<file path="src/rtl/assert_macros.svh">
// Assertion macros shared by the codec RTL.
// Each macro samples on clk and is disabled while arst_n is low.
`ifndef ASSERT_MACROS_SVH
`define ASSERT_MACROS_SVH

// Check that a condition holds at every clock edge outside reset.
`define ESCC_ASSERT_ALWAYS(lbl, cond) \
	lbl: assert property (@(posedge clk) disable iff (!arst_n) (cond)) \
		else $error("assertion failed: invariant");

// Check that a trigger is followed by a consequence in the next cycle.
`define ESCC_ASSERT_NEXT(lbl, trig, cons) \
	lbl: assert property (@(posedge clk) disable iff (!arst_n) (trig) |=> (cons)) \
		else $error("assertion failed: next-cycle implication");

`endif

</file>
<file path="src/rtl/escc_pkg.sv">
// Types and constants for the escape sequence codec.
// No dependencies; imported by all codec modules.
`timescale 1ns / 1ps

package escc_pkg;

	localparam int unsigned MaxRes = 4;

	typedef enum logic [1:0] {
		PH_IDLE  = 2'd0,
		PH_BSL   = 2'd1,
		PH_OCT   = 2'd2,
		PH_CARET = 2'd3
	} phase_t;

	typedef struct packed {
		phase_t     phase;
		logic [7:0] oval;
		logic [1:0] ocnt;
		logic       hbs;
	} codec_state_t;

	typedef struct packed {
		logic [MaxRes-1:0][7:0] data;
		logic [2:0]             cnt;
	} res_t;

	localparam logic [7:0] CH_NUL   = 8'h00;
	localparam logic [7:0] CH_TAB   = 8'h09;
	localparam logic [7:0] CH_LF    = 8'h0A;
	localparam logic [7:0] CH_FF    = 8'h0C;
	localparam logic [7:0] CH_CR    = 8'h0D;
	localparam logic [7:0] CH_ESC   = 8'd27;
	localparam logic [7:0] CH_SPACE = 8'h20;
	localparam logic [7:0] CH_STAR  = 8'h2A;
	localparam logic [7:0] CH_QMARK = 8'h3F;
	localparam logic [7:0] CH_LBRK  = 8'h5B;
	localparam logic [7:0] CH_BSL   = 8'h5C;
	localparam logic [7:0] CH_CARET = 8'h5E;
	localparam logic [7:0] CH_ONE   = 8'h31;
	localparam logic [7:0] CH_SEVEN = 8'h37;
	localparam logic [7:0] CH_LB    = 8'h62;
	localparam logic [7:0] CH_LE    = 8'h65;
	localparam logic [7:0] CH_LF_L  = 8'h66;
	localparam logic [7:0] CH_LN    = 8'h6E;
	localparam logic [7:0] CH_LR    = 8'h72;
	localparam logic [7:0] CH_LT    = 8'h74;
	localparam logic [7:0] CH_DEL   = 8'h7F;
	localparam logic [7:0] WC_QMARK = 8'd191;
	localparam logic [7:0] WC_LBRK  = 8'd219;
	localparam logic [7:0] WC_STAR  = 8'd170;
	localparam logic [7:0] CTRL_OFS = 8'd64;
	localparam logic [7:0] CASE_OFS = 8'd32;
	localparam logic [7:0] HIGH_BIT = 8'h80;

	function automatic logic is_octal(input logic [7:0] b);
		return b[7:3] == 5'b00110;
	endfunction

endpackage

</file>
<file path="src/rtl/escc_xlate.sv">
// Single-pass translation of one byte into up to four result bytes.
// Depends on escc_pkg; pure combinational logic.
`timescale 1ns / 1ps

module escc_xlate (
	input  logic                  dir,
	input  escc_pkg::codec_state_t cur,
	input  logic [7:0]            byte_in,
	output escc_pkg::codec_state_t nxt,
	output escc_pkg::res_t         res
);
	import escc_pkg::*;

	localparam codec_state_t ST_CLEAR = '{phase: PH_IDLE, oval: 8'd0, ocnt: 2'd0, hbs: 1'b0};

	logic [7:0] oct_acc;
	logic [7:0] up_c;
	logic       is_lower;
	logic       is_upper;

	assign oct_acc  = {cur.oval[4:0], 3'b000} + {5'd0, byte_in[2:0]};
	assign is_lower = (byte_in >= 8'd97) && (byte_in <= 8'd122);
	assign up_c     = is_lower ? (byte_in - CASE_OFS) : byte_in;
	assign is_upper = (up_c >= 8'd65) && (up_c <= 8'd90);

	// Next state
	always_comb begin
		nxt = cur;
		if (byte_in == CH_NUL) begin
			nxt = ST_CLEAR;
		end else if (dir) begin
			if ((byte_in[7]) && (byte_in != WC_QMARK) && (byte_in != WC_LBRK)
					&& (byte_in != WC_STAR)) begin
				nxt.hbs = 1'b1;
			end
		end else begin
			unique case (cur.phase)
				PH_IDLE: begin
					if (byte_in == CH_BSL) nxt.phase = PH_BSL;
					else if (byte_in == CH_CARET) nxt.phase = PH_CARET;
				end
				PH_BSL: begin
					nxt.phase = PH_IDLE;
					if (byte_in == CH_LE || byte_in == CH_LT || byte_in == CH_LF_L
							|| byte_in == CH_LR || byte_in == CH_LN || byte_in == CH_LB
							|| byte_in == CH_BSL || byte_in == CH_STAR
							|| byte_in == CH_QMARK || byte_in == CH_LBRK) begin
						nxt.phase = PH_IDLE;
					end else if (is_octal(byte_in)) begin
						nxt.oval  = {5'd0, byte_in[2:0]};
						nxt.ocnt  = 2'd1;
						nxt.phase = PH_OCT;
					end else if (byte_in == CH_CARET) begin
						nxt.phase = PH_CARET;
					end
				end
				PH_OCT: begin
					nxt.oval  = 8'd0;
					nxt.ocnt  = 2'd0;
					nxt.phase = PH_IDLE;
					if (is_octal(byte_in) && cur.ocnt == 2'd1) begin
						nxt.oval  = oct_acc;
						nxt.ocnt  = 2'd2;
						nxt.phase = PH_OCT;
					end else if (!is_octal(byte_in)) begin
						if (byte_in == CH_BSL) nxt.phase = PH_BSL;
						else if (byte_in == CH_CARET) nxt.phase = PH_CARET;
					end
				end
				PH_CARET: nxt.phase = PH_IDLE;
				default: nxt.phase = PH_IDLE;
			endcase
		end
	end

	// Result bytes
	always_comb begin
		res.data = '0;
		res.cnt  = 3'd0;
		if (dir) begin
			case (byte_in)
				CH_NUL: begin
					res.data[0] = CH_NUL; res.cnt = 3'd1;
				end
				CH_ESC: begin
					res.data[0] = CH_BSL; res.data[1] = CH_LE; res.cnt = 3'd2;
				end
				CH_LF: begin
					res.data[0] = CH_BSL; res.data[1] = CH_LN; res.cnt = 3'd2;
				end
				CH_FF: begin
					res.data[0] = CH_BSL; res.data[1] = CH_LF_L; res.cnt = 3'd2;
				end
				CH_CR: begin
					res.data[0] = CH_BSL; res.data[1] = CH_LR; res.cnt = 3'd2;
				end
				CH_TAB: begin
					res.data[0] = CH_BSL; res.data[1] = CH_LT; res.cnt = 3'd2;
				end
				CH_BSL: begin
					res.data[0] = CH_BSL; res.data[1] = CH_BSL; res.cnt = 3'd2;
				end
				WC_QMARK, WC_LBRK, WC_STAR: begin
					if (cur.hbs) begin
						res.data[0] = byte_in; res.cnt = 3'd1;
					end else begin
						res.data[0] = CH_BSL;
						res.data[1] = byte_in & CH_DEL;
						res.cnt     = 3'd2;
					end
				end
				CH_DEL: begin
					res.data[0] = CH_BSL; res.data[1] = CH_ONE;
					res.data[2] = CH_SEVEN; res.data[3] = CH_SEVEN;
					res.cnt = 3'd4;
				end
				default: begin
					if (byte_in[7] || byte_in < CH_SPACE) begin
						res.data[0] = CH_CARET;
						res.data[1] = byte_in + CTRL_OFS;
						res.cnt     = 3'd2;
					end else begin
						res.data[0] = byte_in; res.cnt = 3'd1;
					end
				end
			endcase
		end else begin
			unique case (cur.phase)
				PH_IDLE: begin
					if (byte_in != CH_BSL && byte_in != CH_CARET) begin
						res.data[0] = byte_in; res.cnt = 3'd1;
					end
				end
				PH_BSL: begin
					case (byte_in)
						CH_NUL: begin
							res.data[0] = CH_BSL; res.data[1] = CH_NUL; res.cnt = 3'd2;
						end
						CH_LE:   begin res.data[0] = CH_ESC;   res.cnt = 3'd1; end
						CH_LT:   begin res.data[0] = CH_TAB;   res.cnt = 3'd1; end
						CH_LF_L: begin res.data[0] = CH_FF;    res.cnt = 3'd1; end
						CH_LR:   begin res.data[0] = CH_CR;    res.cnt = 3'd1; end
						CH_LN:   begin res.data[0] = CH_LF;    res.cnt = 3'd1; end
						CH_LB:   begin res.data[0] = CH_SPACE; res.cnt = 3'd1; end
						CH_BSL:  begin res.data[0] = CH_BSL;   res.cnt = 3'd1; end
						CH_STAR, CH_QMARK, CH_LBRK: begin
							res.data[0] = byte_in | HIGH_BIT; res.cnt = 3'd1;
						end
						default: begin
							if (!is_octal(byte_in)) begin
								// Literal backslash, then the byte as plain text unless it is a caret
								res.data[0] = CH_BSL;
								res.data[1] = byte_in;
								res.cnt     = (byte_in == CH_CARET) ? 3'd1 : 3'd2;
							end
						end
					endcase
				end
				PH_OCT: begin
					if (is_octal(byte_in) && cur.ocnt == 2'd1) begin
						res.cnt = 3'd0;
					end else if (is_octal(byte_in)) begin
						// Third digit closes the value
						res.data[0] = oct_acc;
						res.cnt     = (oct_acc != 8'd0) ? 3'd1 : 3'd0;
					end else if (cur.oval != 8'd0) begin
						res.data[0] = cur.oval;
						res.data[1] = byte_in;
						res.cnt     = (byte_in == CH_BSL || byte_in == CH_CARET) ? 3'd1 : 3'd2;
					end else begin
						res.data[0] = byte_in;
						res.cnt     = (byte_in == CH_BSL || byte_in == CH_CARET) ? 3'd0 : 3'd1;
					end
				end
				PH_CARET: begin
					if (byte_in == CH_NUL) begin
						res.data[0] = CH_CARET; res.data[1] = CH_NUL; res.cnt = 3'd2;
					end else if (is_upper) begin
						res.data[0] = up_c - CTRL_OFS; res.cnt = 3'd1;
					end else begin
						res.data[0] = CH_CARET; res.data[1] = byte_in; res.cnt = 3'd2;
					end
				end
				default: res.cnt = 3'd0;
			endcase
		end
	end

endmodule

</file>
<file path="src/rtl/escc_emit.sv">
// Result buffer: holds the bytes of one translated input and sends them one beat
// per cycle while m_tready is high. Depends on escc_pkg and assert_macros.svh.
`timescale 1ns / 1ps

module escc_emit (
	input  logic           clk,
	input  logic           arst_n,
	input  logic           load,
	input  escc_pkg::res_t res,
	output logic           room,
	output logic           m_tvalid,
	input  logic           m_tready,
	output logic [7:0]     m_tdata,  // [7:0] out_byte
	output logic           m_tlast   // last_of_run
);
	import escc_pkg::*;

	logic [MaxRes-1:0][7:0] buf_q;
	logic [2:0]             left_q;
	logic [1:0]             pos_q;
	logic                   take;

	assign m_tvalid = left_q != 3'd0;
	assign m_tlast  = left_q == 3'd1;
	assign m_tdata  = buf_q[pos_q];
	assign take     = m_tvalid && m_tready;
	// Accept new work when empty or when the final beat leaves this cycle
	assign room     = (left_q == 3'd0) || (m_tlast && m_tready);

	always_ff @(posedge clk or negedge arst_n) begin
		if (!arst_n) begin
			left_q <= 3'd0;
			pos_q  <= 2'd0;
		end else if (load) begin
			left_q <= res.cnt;
			pos_q  <= 2'd0;
		end else if (take) begin
			left_q <= left_q - 3'd1;
			pos_q  <= pos_q + 2'd1;
		end
	end

	always_ff @(posedge clk) begin
		if (load) begin
			buf_q <= res.data;
		end
	end

	`include "assert_macros.svh"

	`ESCC_ASSERT_ALWAYS(a_left_range, left_q <= 3'd4)
	`ESCC_ASSERT_ALWAYS(a_no_load_busy, !load || room)
	`ESCC_ASSERT_NEXT(a_load_shows, load && res.cnt != 3'd0, m_tvalid && pos_q == 2'd0)

endmodule

</file>
<file path="src/rtl/escape_sequence_codec_core.sv">
// Escape sequence codec, top level: state and mode registers, translator, result buffer.
// Depends on escc_pkg, escc_xlate and escc_emit.
//
// Input channel s_*: one source byte per beat, 0 ends a string and flushes.
// Output channel m_*: one produced byte per beat; m_tlast marks the final
// byte caused by one input byte. An input that produces nothing yields no beat.
// cfg_we/cfg_wdata write the direction bit (0 decode, 1 encode); write only
// while the stream is idle.
// An accepted byte is translated in the same cycle and its bytes appear on
// m_* from the next cycle, one per cycle while m_tready is high.
// Throughput: one input per cycle while each input yields at most one byte and
// m_tready is high; an input that yields several bytes holds the result buffer until
// all are taken, and s_tready rises again in the cycle its last byte is taken.
// When m_tready is low the buffer holds and s_tready drops once the buffer
// is busy; nothing is lost.
// Reset clears the decode state, the high byte flag, the direction (decode)
// and empties the result buffer.
`timescale 1ns / 1ps

module escape_sequence_codec_core (
	input  logic       clk,
	input  logic       arst_n,
	input  logic       s_tvalid,
	output logic       s_tready,
	input  logic [7:0] s_tdata,   // [7:0] in_byte
	output logic       m_tvalid,
	input  logic       m_tready,
	output logic [7:0] m_tdata,   // [7:0] out_byte
	output logic       m_tlast,   // last_of_run
	input  logic       cfg_we,
	input  logic       cfg_wdata
);
	import escc_pkg::*;

	codec_state_t st_q;
	codec_state_t st_nxt;
	res_t         res;
	logic         dir_q;
	logic         accept;

	assign accept = s_tvalid && s_tready;

	escc_xlate u_xlate (
		.dir     (dir_q),
		.cur     (st_q),
		.byte_in (s_tdata),
		.nxt     (st_nxt),
		.res     (res)
	);

	escc_emit u_emit (
		.clk      (clk),
		.arst_n   (arst_n),
		.load     (accept),
		.res      (res),
		.room     (s_tready),
		.m_tvalid (m_tvalid),
		.m_tready (m_tready),
		.m_tdata  (m_tdata),
		.m_tlast  (m_tlast)
	);

	always_ff @(posedge clk or negedge arst_n) begin
		if (!arst_n) begin
			st_q  <= '{phase: PH_IDLE, oval: 8'd0, ocnt: 2'd0, hbs: 1'b0};
			dir_q <= 1'b0;
		end else begin
			if (accept) begin
				st_q <= st_nxt;
			end
			if (cfg_we) begin
				dir_q <= cfg_wdata;
			end
		end
	end

	`include "assert_macros.svh"

	`ESCC_ASSERT_NEXT(a_nul_clears, accept && s_tdata == CH_NUL,
		st_q.phase == PH_IDLE && !st_q.hbs && st_q.ocnt == 2'd0)
	`ESCC_ASSERT_ALWAYS(a_oct_count, (st_q.phase == PH_OCT) == (st_q.ocnt != 2'd0))

endmodule

</file>
<file path="config.mk">
export PLATFORM = sky130hd
export DESIGN_NAME = escape_sequence_codec_core
export DESIGN_NICKNAME = d
export VERILOG_FILES = /design/src/rtl/escc_pkg.sv /design/src/rtl/escc_xlate.sv /design/src/rtl/escc_emit.sv /design/src/rtl/escape_sequence_codec_core.sv
export VERILOG_INCLUDE_DIRS = /design/src /design/src/rtl
export SDC_FILE = /design/constraint.sdc
export NUM_CORES = 1
export LEC_CHECK = 0
export ABC_AREA = 0
export CORE_MARGIN = 4
export CORE_UTILIZATION = 45
export CTS_CLUSTER_SIZE = 20
export DETAILED_ROUTE_END_ITERATION = 10
export DONT_BUFFER_PORTS = 1
export PLACE_DENSITY = 0.72
export SLEW_MARGIN = 20
export SYNTH_ARGS = -nofsm -noshare
export SYNTH_HDL_FRONTEND = slang
export SYNTH_HIERARCHICAL = 1
export SYNTH_SLANG_ARGS = --single-unit
</file>
<file path="constraint.sdc">
create_clock -name clk -period 3.3 [get_ports clk]
set_clock_uncertainty 0.15 [all_clocks]
set_input_delay 0.66 -clock clk [delete_from_list [all_inputs] [get_ports clk]]
set_output_delay 0.66 -clock clk [all_outputs]
set_load 0.02 [all_outputs]
</file>
==> results.sh <==
export IMPL_dp_slack_ns=-0.0918
export IMPL_post_cts_buffers=0
export IMPL_status="finished, final reports clean"
export IMPL_clk_latency_ns=0.31
export IMPL_clkSlewWorstSetupHoldPaths_ns=0.10
export IMPL_cts_max_level=2
export IMPL_yosys_top_cells_area="edfxtp_1 23%, dfrtp_1 11%, mux4_2 3.7%"
export IMPL_fillers=848
export IMPL_area_growth_pct=5.44
export IMPL_seq_area_frac_synth_pct=33.8
export IMPL_tightestPinTransition_ns=0.642
export IMPL_portBuffers=0
export IMPL_fin_crit_sh_pct=93.9
export IMPL_synthCells=456
export IMPL_yosys_area_top_type="edfxtp_1"
export IMPL_synth_flop_cell="edfxtp_1"
export IMPL_critPathKind="primary input to flop"
export IMPL_synth_most_common_cell="nand2_1"
export IMPL_core_area_sq_um=9240
export IMPL_grt_max_degree=40
export IMPL_grt_pass1_vias=3463
export IMPL_drt_wl_total_um=12100
export IMPL_track_usage_pct=21.9
export IMPL_netlist_area_sq_um=4250
export IMPL_die_w_um=105
export IMPL_drc_errors=0
export IMPL_synthDistinctLibCells=82
export IMPL_ys_async_sr_fraction_pct=37.3
export IMPL_synth_warnings=6
export IMPL_cts_buffers=5
export IMPL_dp_cells=572
export IMPL_max_freq_ghz=0.323
export IMPL_setup_slack_ns=0.203
export IMPL_powerDensity_nw_per_um2=572
export IMPL_cp_end_kind="flop"
export IMPL_clockRootBuffer="clkbuf_8"
export IMPL_crit_path_start_kind="primary input"
export IMPL_final_cells=581
export IMPL_grt_pass1_wl_um=19400
export IMPL_place_hpwl_um=8870
export IMPL_die_h_um=105
export IMPL_ff2ff_setup_slack_ns=0.49
export IMPL_cp_max_fo=23
export IMPL_period_needed_ns=3.10
export IMPL_firstDrtPassIters=7
export IMPL_ctsResizeCount=0
export IMPL_synth_seq_cells=51
export IMPL_ir_worst_vdd_mv=0.353
export IMPL_clockBufferDepth=2
export IMPL_antenna_found_initial=0
export IMPL_p_leak_uw=0.00177
export IMPL_final_layout_size_suffix_gt1_share_pct=18.6
export IMPL_yosys_top_cells_count="36 x nand2_1, 32 x edfxtp_1, 31 x nor2_1, 29 x a21oi_1, 21 x o21ai_0"
export IMPL_ios=25
export IMPL_vias_per_cell=6.41
export IMPL_synth_edf_count=32
export IMPL_avgSynthCellArea_sq_um=9.33
export IMPL_antenna_cells=0
export IMPL_finalSetupTns_ns=0
export IMPL_grt_setup_unrepaired="no"
export IMPL_routabilityCongestion=0.989
export IMPL_ant_nets=0
export IMPL_max_slew_margin_pct=56.6
export IMPL_clkSinkCount=51
export IMPL_grt_overflow=0
export IMPL_finalMaxSlewViolations=0
export IMPL_min_path_type="primary input to asynchronous set/reset pin"
export IMPL_setup_viol=0
export IMPL_required_ns=3.19
export IMPL_hold_viol_final=0
export IMPL_postCtsHoldBufs=1
export IMPL_fp_row_count=35
export IMPL_fp_dieArea_sq_um=11100
export IMPL_maxCapViolCount=0
export IMPL_dr_total_vias=3723
export IMPL_start_util_pct=46.0
export IMPL_crit_arrival_ns=2.99
export IMPL_finalNetCount=476
export IMPL_detail_route_wl_per_cell_um=20.9
export IMPL_cts_tree="yes"
export IMPL_yosys_area_top_type_share_pct=22.6
export IMPL_drtIter0Drc=379
-- where the power goes --
| group | switching [uW] | total [uW] | internal [uW] |
|---|---|---|---|
| registers | 124 | 980 | 856 |
| logic | 728 | 1210 | 482 |
| clock network | 219 | 376 | 156 |
-- area by class of cell --
class,count,area [sq um],area share (%)
multi-input combinational,341,2490,55.6
sequential,51,1440,32.0
timing repair buffer,28,208,4.63
tap,129,161,3.60
inverter,24,90.1,2.01
clock buffer,5,68.8,1.53
clock inverter,3,26.3,0.586
-- metal layers --
| layer | routed length, um | track usage [%] | vias to the layer above |
|---|---|---|---|
| li1 | - | - | 1704 |
| met1 | 5090 | 29.8 | 1794 |
| met2 | 5770 | 35.0 | 198 |
| met3 | 937 | 4.41 | 27 |
| met4 | 347 | 7.31 | 0 |
| met5 | 0 | 0 | - |
-- worst max-delay path, cell delays in order --
cell       delay, ns
nor3_4          0.20
a21oi_2         0.08
and2_4          0.17
a21oi_2         0.15
ha_2            0.22
nand4bb_1       0.11
a2111o_1        0.43
a21oi_2         0.17
o32ai_4         0.12
buf_4           0.17
a22oi_1         0.33
o221ai_1        0.17
-- layout by cell type, fill, tap and decap left out, types with 4 or more instances in the layout --
master and n:
nand2_1 36, edfxtp_1 32, nor2_1 30, buf_4 27, a21oi_1 26, o21ai_0 21, inv_1 20, nand3_1 20
dfrtp_1 19, nor3_1 11, nor2b_1 10, a31oi_1 10, ha_1 10, mux2_4 9, a22oi_1 9, and3_1 8
mux4_2 7, o211ai_1 7, mux2_2 6, conb_1 6, clkbuf_8 5, nand4_1 5, a21o_1 5, a21oi_2 4
nor4_1 4, a211oi_1 4, o21a_1 4, o31ai_1 4, a32oi_1 4, a22o_1 4, o21ai_1 4
-- registers in the layout, summed over array words and instances, names as in the netlist --
signal	cells
u_emit/buf_q	32
st_q	13
u_emit/left_q	3
u_emit/pos_q	2
dir_q	1
-- final timing paths --
kind | start | to | depth (start not counted)
hold / removal | arst_n | st_q[0] | 1
hold reg to reg | u_emit/left_q[1] | u_emit/left_q[1] | 2
setup reg to reg | st_q[3] | u_emit/left_q[0] | 9
setup / recovery | s_tdata[0] | u_emit/buf_q[14] | 12
max in group asynchronous | arst_n | u_emit/left_q[0] | 1
min in group clk | cfg_wdata | dir_q | 1
-- logic make-up after synthesis --
family / after synthesis / share of synthesized area (%)
and+or+nand+nor: 153 / 19.4
adders and majority gates: 11 / 3.24
buffers and inverters: 69 / 8.88
muxes: 26 / 9.79
other: 1 / 0.0882
AOI/OAI and AO/OA: 144 / 24.6
xor gates and xnor gates: 1 / 0.206
DFF: 51 / 33.8
-- per-stage QoR --
step                total power, uW  area, sq um  util [%]  hold WS (ns)
global route                   2720         4490      48.5         0.167
detailed placement             2180         4390      47.5         0.215
CTS                            2570         4490      48.6         0.351
floorplan                      1920         4310         -         0.214
global placement               2160         4390      47.5         0.215
finish                         2570         4490      48.5         0.158
(Power assumes the default switching activity.)
